[config.mk]
export PLATFORM = sky130hd
export DESIGN_NAME = free_block_list_allocator_top
export DESIGN_NICKNAME = d
export VERILOG_FILES = /design/src/rtl/fbl_pkg.sv /design/src/rtl/free_block_list_allocator_top.sv
export SDC_FILE = /design/constraint.sdc
export NUM_CORES = 2
export LEC_CHECK = 0
export ABC_AREA = 1
export BUFFER_PORTS_ARGS = -buffer_cell sky130_fd_sc_hd__buf_2
export CAP_MARGIN = 40
export CELL_PAD_IN_SITES_DETAIL_PLACEMENT = 1
export CELL_PAD_IN_SITES_GLOBAL_PLACEMENT = 1
export CORE_MARGIN = 3
export CORE_UTILIZATION = 50
export DETAILED_ROUTE_END_ITERATION = 10
export PLACE_DENSITY_LB_ADDON = 0.3
export SYNTH_ARGS = -nofsm -noshare
export SYNTH_HDL_FRONTEND = slang
export SYNTH_SLANG_ARGS = --single-unit
[constraint.sdc]
create_clock -name clk -period 8.5 [get_ports clk]
set_input_delay 1.7 -clock clk [delete_from_list [all_inputs] [get_ports clk]]
set_output_delay 1.7 -clock clk [all_outputs]
set_load 0.02 [all_outputs]
[src/rtl/fbl_pkg.sv]
`timescale 1ns / 1ps
// fbl_pkg: shared types, codes and defaults for the free block list allocator
// no dependencies

package fbl_pkg;

	localparam int STACK_ENTRIES_DEF = 50;
	localparam int BLOCK_BITS_DEF    = 24;

	localparam int WORD_W      = 24;
	localparam int FUNC_W      = 3;
	localparam int STATUS_W    = 3;
	localparam int INDEX_W     = 6;
	localparam int IN_TDATA_W  = 56;
	localparam int OUT_TDATA_W = 88;
	localparam int OUT_PAD_W   = OUT_TDATA_W - (STATUS_W + WORD_W + 1 + INDEX_W + 2 * WORD_W);
	localparam int CFG_INDEX_W = 1;

	localparam logic [FUNC_W-1:0] FUNC_ALLOC      = 3'd0;
	localparam logic [FUNC_W-1:0] FUNC_FREE       = 3'd1;
	localparam logic [FUNC_W-1:0] FUNC_LOAD_COUNT = 3'd2;
	localparam logic [FUNC_W-1:0] FUNC_LOAD_WORD  = 3'd3;
	localparam logic [FUNC_W-1:0] FUNC_LOAD_TOTAL = 3'd4;

	localparam logic [STATUS_W-1:0] ST_OK        = 3'd0;
	localparam logic [STATUS_W-1:0] ST_NO_SPACE  = 3'd1;
	localparam logic [STATUS_W-1:0] ST_BAD_BLOCK = 3'd2;
	localparam logic [STATUS_W-1:0] ST_BAD_COUNT = 3'd3;
	localparam logic [STATUS_W-1:0] ST_SPILL     = 3'd4;

	localparam logic [CFG_INDEX_W-1:0] REG_DATA_START = 1'd0;
	localparam logic [CFG_INDEX_W-1:0] REG_FS_SIZE    = 1'd1;

	typedef enum logic [2:0] {
		S_IDLE,
		S_ALLOC_CHK,
		S_SPILL_CNT,
		S_SPILL_OUT,
		S_PUSH
	} state_t;

	function automatic logic is_bad(input logic [WORD_W-1:0] b,
		input logic [WORD_W-1:0] ds, input logic [WORD_W-1:0] fs);
		return (b < ds) || (b >= fs);
	endfunction

endpackage

[src/rtl/free_block_list_allocator_top.sv]
`timescale 1ns / 1ps
// free_block_list_allocator_top: in-core free block stack with chained refill and spill
// depends on fbl_pkg
// flow: load, unused codes, bad free, alloc at count zero and free into a partly filled
//   stack are answered from S_IDLE; free into an empty stack passes S_PUSH; alloc passes
//   S_ALLOC_CHK again per skipped entry; a spilling free passes S_SPILL_CNT, S_SPILL_OUT
//   per entry and S_PUSH, STACK_ENTRIES + 2 beats; requests are taken only in S_IDLE
// reset: arst_n clears state, counters and config registers; stack memory is not cleared

module free_block_list_allocator_top #(
	parameter int STACK_ENTRIES = fbl_pkg::STACK_ENTRIES_DEF,
	parameter int BLOCK_BITS    = fbl_pkg::BLOCK_BITS_DEF
) (
	input  logic                              clk,
	input  logic                              arst_n,
	input  logic                              cfg_wr_en,
	input  logic [fbl_pkg::CFG_INDEX_W-1:0]   cfg_index,
	input  logic [fbl_pkg::WORD_W-1:0]        cfg_data,
	input  logic                              s_axis_tvalid,
	output logic                              s_axis_tready,
	// func, block_number, load_value
	input  logic [fbl_pkg::IN_TDATA_W-1:0]    s_axis_tdata,
	output logic                              m_axis_tvalid,
	input  logic                              m_axis_tready,
	// status, result_block, fill_needed, word_index, word_value, free_total
	output logic [fbl_pkg::OUT_TDATA_W-1:0]   m_axis_tdata,
	output logic                              m_axis_tlast
);

	import fbl_pkg::*;

	localparam int CW = $clog2(STACK_ENTRIES + 1);
	localparam int AW = $clog2(STACK_ENTRIES);
	localparam int SW = (BLOCK_BITS < WORD_W) ? BLOCK_BITS : WORD_W;

	state_t state_q, state_d;

	logic [WORD_W-1:0]   data_start_q, fs_size_q;
	logic [CW-1:0]       cnt_q, cnt_d;
	logic [CW-1:0]       lptr_q, lptr_d;
	logic [AW-1:0]       sptr_q, sptr_d;
	logic [WORD_W-1:0]   total_q, total_d;
	logic [SW-1:0]       blk_q;

	logic [SW-1:0]       mem [STACK_ENTRIES];
	logic [SW-1:0]       rd_data_q;
	logic                mem_we, rd_en;
	logic [AW-1:0]       mem_waddr, rd_addr;
	logic [SW-1:0]       mem_wdata;

	logic                out_valid_q, out_last_q, out_fill_q;
	logic [STATUS_W-1:0] out_status_q;
	logic [WORD_W-1:0]   out_block_q, out_value_q, out_total_q;
	logic [INDEX_W-1:0]  out_index_q;

	logic                emit, e_last, e_fill;
	logic [STATUS_W-1:0] e_status;
	logic [WORD_W-1:0]   e_block, e_value;
	logic [INDEX_W-1:0]  e_index;

	logic                out_free, accept;
	logic [FUNC_W-1:0]   in_func;
	logic [SW-1:0]       in_bn;
	logic [WORD_W-1:0]   in_lv, rd_word;

	assign in_func  = s_axis_tdata[2:0];
	assign in_bn    = SW'(s_axis_tdata[26:3]);
	assign in_lv    = s_axis_tdata[50:27];
	assign rd_word  = WORD_W'(rd_data_q);
	assign out_free = !out_valid_q || m_axis_tready;
	assign s_axis_tready = (state_q == S_IDLE) && out_free;
	assign accept   = s_axis_tvalid && s_axis_tready;

	always_comb begin
		state_d   = state_q;
		cnt_d     = cnt_q;
		lptr_d    = lptr_q;
		sptr_d    = sptr_q;
		total_d   = total_q;
		mem_we    = 1'b0;
		mem_waddr = '0;
		mem_wdata = '0;
		rd_en     = 1'b0;
		rd_addr   = '0;
		emit      = 1'b0;
		e_last    = 1'b1;
		e_fill    = 1'b0;
		e_status  = ST_OK;
		e_block   = '0;
		e_value   = '0;
		e_index   = '0;
		unique case (state_q)
			S_IDLE: begin
				if (accept) begin
					case (in_func)
						FUNC_ALLOC: begin
							if (cnt_q == '0) begin
								emit     = 1'b1;
								e_status = ST_NO_SPACE;
							end else begin
								cnt_d   = cnt_q - CW'(1);
								rd_en   = 1'b1;
								rd_addr = AW'(cnt_q - CW'(1));
								state_d = S_ALLOC_CHK;
							end
						end
						FUNC_FREE: begin
							if (is_bad(WORD_W'(in_bn), data_start_q, fs_size_q)) begin
								emit     = 1'b1;
								e_status = ST_BAD_BLOCK;
								e_block  = WORD_W'(in_bn);
							end else begin
								if (total_q != '1)
									total_d = total_q + WORD_W'(1);
								if (cnt_q == '0) begin
									mem_we  = 1'b1;
									cnt_d   = CW'(1);
									state_d = S_PUSH;
								end else if (cnt_q >= CW'(STACK_ENTRIES)) begin
									state_d = S_SPILL_CNT;
								end else begin
									mem_we    = 1'b1;
									mem_waddr = AW'(cnt_q);
									mem_wdata = in_bn;
									cnt_d     = cnt_q + CW'(1);
									emit      = 1'b1;
									e_block   = WORD_W'(in_bn);
								end
							end
						end
						FUNC_LOAD_COUNT: begin
							lptr_d = '0;
							emit   = 1'b1;
							if (in_lv >= WORD_W'(1) && in_lv <= WORD_W'(STACK_ENTRIES)) begin
								cnt_d = CW'(in_lv);
							end else begin
								cnt_d    = '0;
								e_status = ST_BAD_COUNT;
							end
						end
						FUNC_LOAD_WORD: begin
							emit = 1'b1;
							if (lptr_q < CW'(STACK_ENTRIES)) begin
								mem_we    = 1'b1;
								mem_waddr = AW'(lptr_q);
								mem_wdata = SW'(in_lv);
								lptr_d    = lptr_q + CW'(1);
							end
						end
						FUNC_LOAD_TOTAL: begin
							total_d = in_lv;
							emit    = 1'b1;
						end
						default: begin
							emit = 1'b1;
						end
					endcase
				end
			end
			S_ALLOC_CHK: begin
				if (out_free) begin
					if (rd_data_q == '0) begin
						emit     = 1'b1;
						e_status = ST_NO_SPACE;
						state_d  = S_IDLE;
					end else if (is_bad(rd_word, data_start_q, fs_size_q)) begin
						if (cnt_q == '0) begin
							emit     = 1'b1;
							e_status = ST_NO_SPACE;
							state_d  = S_IDLE;
						end else begin
							cnt_d   = cnt_q - CW'(1);
							rd_en   = 1'b1;
							rd_addr = AW'(cnt_q - CW'(1));
						end
					end else begin
						emit    = 1'b1;
						e_block = rd_word;
						e_fill  = (cnt_q == '0);
						if (cnt_q == '0)
							lptr_d = '0;
						if (total_q != '0)
							total_d = total_q - WORD_W'(1);
						state_d = S_IDLE;
					end
				end
			end
			S_SPILL_CNT: begin
				if (out_free) begin
					emit     = 1'b1;
					e_last   = 1'b0;
					e_status = ST_SPILL;
					e_block  = WORD_W'(blk_q);
					e_value  = WORD_W'(cnt_q);
					sptr_d   = '0;
					rd_en    = 1'b1;
					state_d  = S_SPILL_OUT;
				end
			end
			S_SPILL_OUT: begin
				if (out_free) begin
					emit     = 1'b1;
					e_last   = 1'b0;
					e_status = ST_SPILL;
					e_block  = WORD_W'(blk_q);
					e_index  = INDEX_W'(sptr_q) + INDEX_W'(1);
					e_value  = rd_word;
					if (sptr_q == AW'(STACK_ENTRIES - 1)) begin
						cnt_d   = '0;
						state_d = S_PUSH;
					end else begin
						sptr_d  = sptr_q + AW'(1);
						rd_en   = 1'b1;
						rd_addr = sptr_q + AW'(1);
					end
				end
			end
			S_PUSH: begin
				if (out_free) begin
					mem_we    = 1'b1;
					mem_waddr = AW'(cnt_q);
					mem_wdata = blk_q;
					cnt_d     = cnt_q + CW'(1);
					emit      = 1'b1;
					e_block   = WORD_W'(blk_q);
					state_d   = S_IDLE;
				end
			end
			default: begin
				state_d = S_IDLE;
			end
		endcase
	end

	always_ff @(posedge clk or negedge arst_n) begin
		if (!arst_n) begin
			state_q      <= S_IDLE;
			data_start_q <= '0;
			fs_size_q    <= '0;
			cnt_q        <= '0;
			lptr_q       <= '0;
			sptr_q       <= '0;
			total_q      <= '0;
			out_valid_q  <= 1'b0;
		end else begin
			state_q <= state_d;
			cnt_q   <= cnt_d;
			lptr_q  <= lptr_d;
			sptr_q  <= sptr_d;
			total_q <= total_d;
			if (cfg_wr_en) begin
				if (cfg_index == REG_DATA_START)
					data_start_q <= cfg_data;
				if (cfg_index == REG_FS_SIZE)
					fs_size_q <= cfg_data;
			end
			if (emit)
				out_valid_q <= 1'b1;
			else if (m_axis_tready)
				out_valid_q <= 1'b0;
		end
	end

	// result beat and captured block number
	always_ff @(posedge clk) begin
		if (accept)
			blk_q <= in_bn;
		if (emit) begin
			out_status_q <= e_status;
			out_block_q  <= e_block;
			out_fill_q   <= e_fill;
			out_index_q  <= e_index;
			out_value_q  <= e_value;
			out_total_q  <= total_d;
			out_last_q   <= e_last;
		end
	end

	// stack memory, one write and one registered read port
	always_ff @(posedge clk) begin
		if (mem_we)
			mem[mem_waddr] <= mem_wdata;
		if (rd_en)
			rd_data_q <= mem[rd_addr];
	end

	assign m_axis_tvalid = out_valid_q;
	assign m_axis_tlast  = out_last_q;
	assign m_axis_tdata  = {{OUT_PAD_W{1'b0}}, out_total_q, out_value_q, out_index_q,
		out_fill_q, out_block_q, out_status_q};

endmodule

==> results by group <==
Clock tree
  • Clock Sinks: 1425
  • Hold-fix buffers, CTS: 0
  • CTS root buf: clkbuf_16
  • Post-CTS setup repair buffer count: 0
  • CTS tree: built
  • Clk buf depth: 3
  • H-Tree Depth: 4
  • Post_cts resized: 0
  • Clk pin slew, worst setup/hold paths: 0.06 ns
  • CTS buffer count: 155
  • Clock Latency Late Sink: 0.80 ns

Flow run
  • Max-Cap Viols: 0

Synthesis
  • Ys flop type: edfxtp_1
  • #FFs+latches synth: 1425
  • Top cells by count, synth: 1408 x nand2_1, 1331 x edfxtp_1, 1202 x nand3_1
  • Area contributors post-synth: edfxtp_1 60%, nand3_1 9.1%, nand2_1 8.0%
  • Synth async-reset ratio: 0.06596
  • Mapped cell area: 66350 um^2
  • Top-count cell post-synth: nand2_1
  • YS warnings: 0
  • Mean Syn Cell Area: 10.28 um^2
  • Most area-hungry cell type in the Yosys netlist: edfxtp_1
  • Top cell type's share of synthesized area: 0.6024
  • Post-synth EDFFs: 1331
  • Mapped Cells: 6457
  • Register area share after synthesis: 0.6378
  • Library cells used by synthesis: 52

Setup path
  • Crit path cell chain: inv_1, ha_1, nand4_1, ha_1, nand2_1, a21oi_1, nand2_4, buf_16, buf_4, buf_4, nand3_1, nand3_1, nand3_1, nand3_1, nand3_1, nand3_1, nand2_1
  • Flop2flop setup slack: 2.78 ns
  • WS Path Type: register to register
  • Data arrival, critical path: 6.19 ns
  • Critical Path RT: 8.96 ns
  • Buf/Inv on CP: 4
  • Critical path fanouts, max: 68
  • CP peak stage delay: 0.71 ns
  • Crit end category: register
  • Slowest CP cell: buf_4
  • Startpoint types: register
  • Top delay family on crit path: simple AND/OR/NAND/NOR gates
  • Most frequent CP cell: nand3_1

Pwr
  • Psw: 10.72 mW
  • Overall power: 25.34 mW
  • Power Density: 340.6 nW/um^2
  • Clock share of power: 0.262
  • Switching share of power: 0.4230
  • Reg power frac: 0.342
  • Worst vdd rail ir drop: 252.6 uV
  • Combinational power share: 0.396
  • Static leakage: 29.97 nW
  • P_int: 14.62 mW

Timing
  • RSZ-0062 raised after global routing: no
  • Min Clock Period, post-route: 5.725 ns
  • Fin. max-slew vios: 0
  • Achievable frequency: 174.7 MHz
  • Final setup TNS: 0 ns
  • Worst slew pin tran: 0.9898 ns
  • Final setup fails: 0
  • Final hold violation count: 0
  • Fin crit share: 0.6735
  • Slew headroom: 0.3402
  • Clock skew: 0.03324 ns

Status
  • Status: completed

Floorplanning
  • Die Area: 137100 um^2
  • Initial Util: 0.5041
  • I/O pin cnt: 177
  • Die width: 370.3 um
  • DIE HEIGHT: 370.3 um
  • Core region area: 131600 um^2
  • Row count: 133

Cells and area
  • Share of cells above drive strength 1: 0.09346
  • Area delta synth->final: 12.13%
  • Nets: 6736
  • Utilization after layout: 0.5652
  • Filler Cells Inserted: 14010

GRT
  • Gr ovfl total: 0
  • Largest net degree at the start of global routing: 188
  • Vias in the first global route: 53470
  • First-pass GRT wire length: 329.3 mm
  • Gr usage total: 0.3198
  • Antenna violations before repair: 3

Routing
  • DR iter-0 viols: 5428
  • Detailed Route WL: 220.7 mm
  • Antenna Violating Nets Remaining: 0
  • Detailed Routing Iterations Pass 1: 6
  • Vias per cell: 6.028
  • DRC viols: 0
  • Via count: 50770
  • WL per Instance: 26.20 um

Placement
  • Routability cong.: 0.9220
  • Number of port buffers: 165
  • Dpl hpwl: 130.3 mm

Worst hold path
  • Worst Hold Class: register to register
==> cell families (layout without fill, tap and decap cells) <==
logic type                 after synthesis  after routing  synth area share
and+or+nand+nor                       3215           3215            0.2261
DFF                                   1425           1425            0.6378
buffers and inverters                 1248           1452           0.07452
AOI/OAI and AO/OA                      434            434           0.03781
adders and majority gates              106            106           0.01999
xor gates and xnor gates                28             28          0.003696
other                                    1              8        0.00005652
==> stage by stage <==
step | instance area, um^2 | cells | hold slack [ns] | setup WS (ns)
after floorplan | 66370 | 6462 | 0.4530 | 1.653
after detailed placement | 69490 | 8142 | 0.4740 | 2.319
after global placement | 69350 | 8135 | 0.4687 | 2.080
final | 74400 | 8423 | 0.4813 | 2.775
after CTS | 74400 | 8421 | 0.4911 | 2.883
after global routing | 74400 | 8421 | 0.5160 | 2.480
==> final timing paths <==
check	startpoint	to	cells past startpoint
setup reg to reg	cnt_q[0]	rd_data_q[3]	17
max in group asynchronous	arst_n	data_start_q[6]	3
min in group asynchronous	arst_n	total_q[22]	1
setup / recovery	cnt_q[0]	rd_data_q[3]	17
hold / removal	data_start_q[21]	data_start_q[21]	2
hold reg to reg	data_start_q[21]	data_start_q[21]	2
==> registers in the layout, summed over array words and instances (netlist names), 24 cells and up <==
register,cells
rd_data_q,24
data_start_q,24
out_value_q,24
out_total_q,24
fs_size_q,24
mem,1200
total_q,24
out_block_q,24
blk_q,24
==> power groups by stage <==
stage          Clock (mW)  Combinational (mW)  Sequential [mW]
6_report             6.65                10.0             8.66
3_3_place_gp            0                9.30             8.78
3_5_place_dp            0                9.74             8.79
2_1_floorplan           0                5.85             8.93
5_1_grt              7.02                10.8             8.69
4_1_cts              6.72                9.88             8.65
==> layer usage <==
layer,routed length [um],share of wire,GRT usage,vias to the layer above
met5,27,0.00012,0,-
met4,11530,0.052,0.1588,4
met3,17930,0.081,0.05060,610
met2,106200,0.48,0.5327,2453
met1,85020,0.39,0.4069,25510
li1,-,-,-,22200
==> layout by cell type, fill, tap and decap left out, types with 29 or more instances in the layout <==
| cell | n |
|---|---|
| clkbuf_16 | 160 |
| buf_2 | 164 |
| nand4_1 | 35 |
| o211ai_1 | 32 |
| nor3_1 | 35 |
| nand3_1 | 1202 |
| nor2_2 | 52 |
| edfxtp_1 | 1331 |
| nor2_1 | 140 |
| a21oi_1 | 113 |
| dfrtp_1 | 94 |
| o21ai_0 | 157 |
| o221ai_1 | 29 |
| buf_4 | 118 |
| ha_1 | 106 |
| clkbuf_1 | 47 |
| nand3b_1 | 312 |
| inv_1 | 856 |
| nand2_1 | 1406 |
==> area by class of cell <==
class,instances,area [um^2],area share
Sequential cell,1425,42320,0.5688
Multi-Input combinational cell,3789,19600,0.2634
Clock inverter,68,675.6,0.009081
Timing Repair Buffer,301,2087,0.02805
Clock buffer,211,4235,0.05693
Inverter,872,3283,0.04413
Tap cell,1755,2196,0.02951
Antenna cell,2,5.005,0.00006727
==> worst min-delay path: stages, from the launching register on <==
cell     delay (ns)
dfrtp_1        0.34
nand2_1        0.05
o21ai_0        0.05
Note: power is estimated with default switching activity, not from simulation.
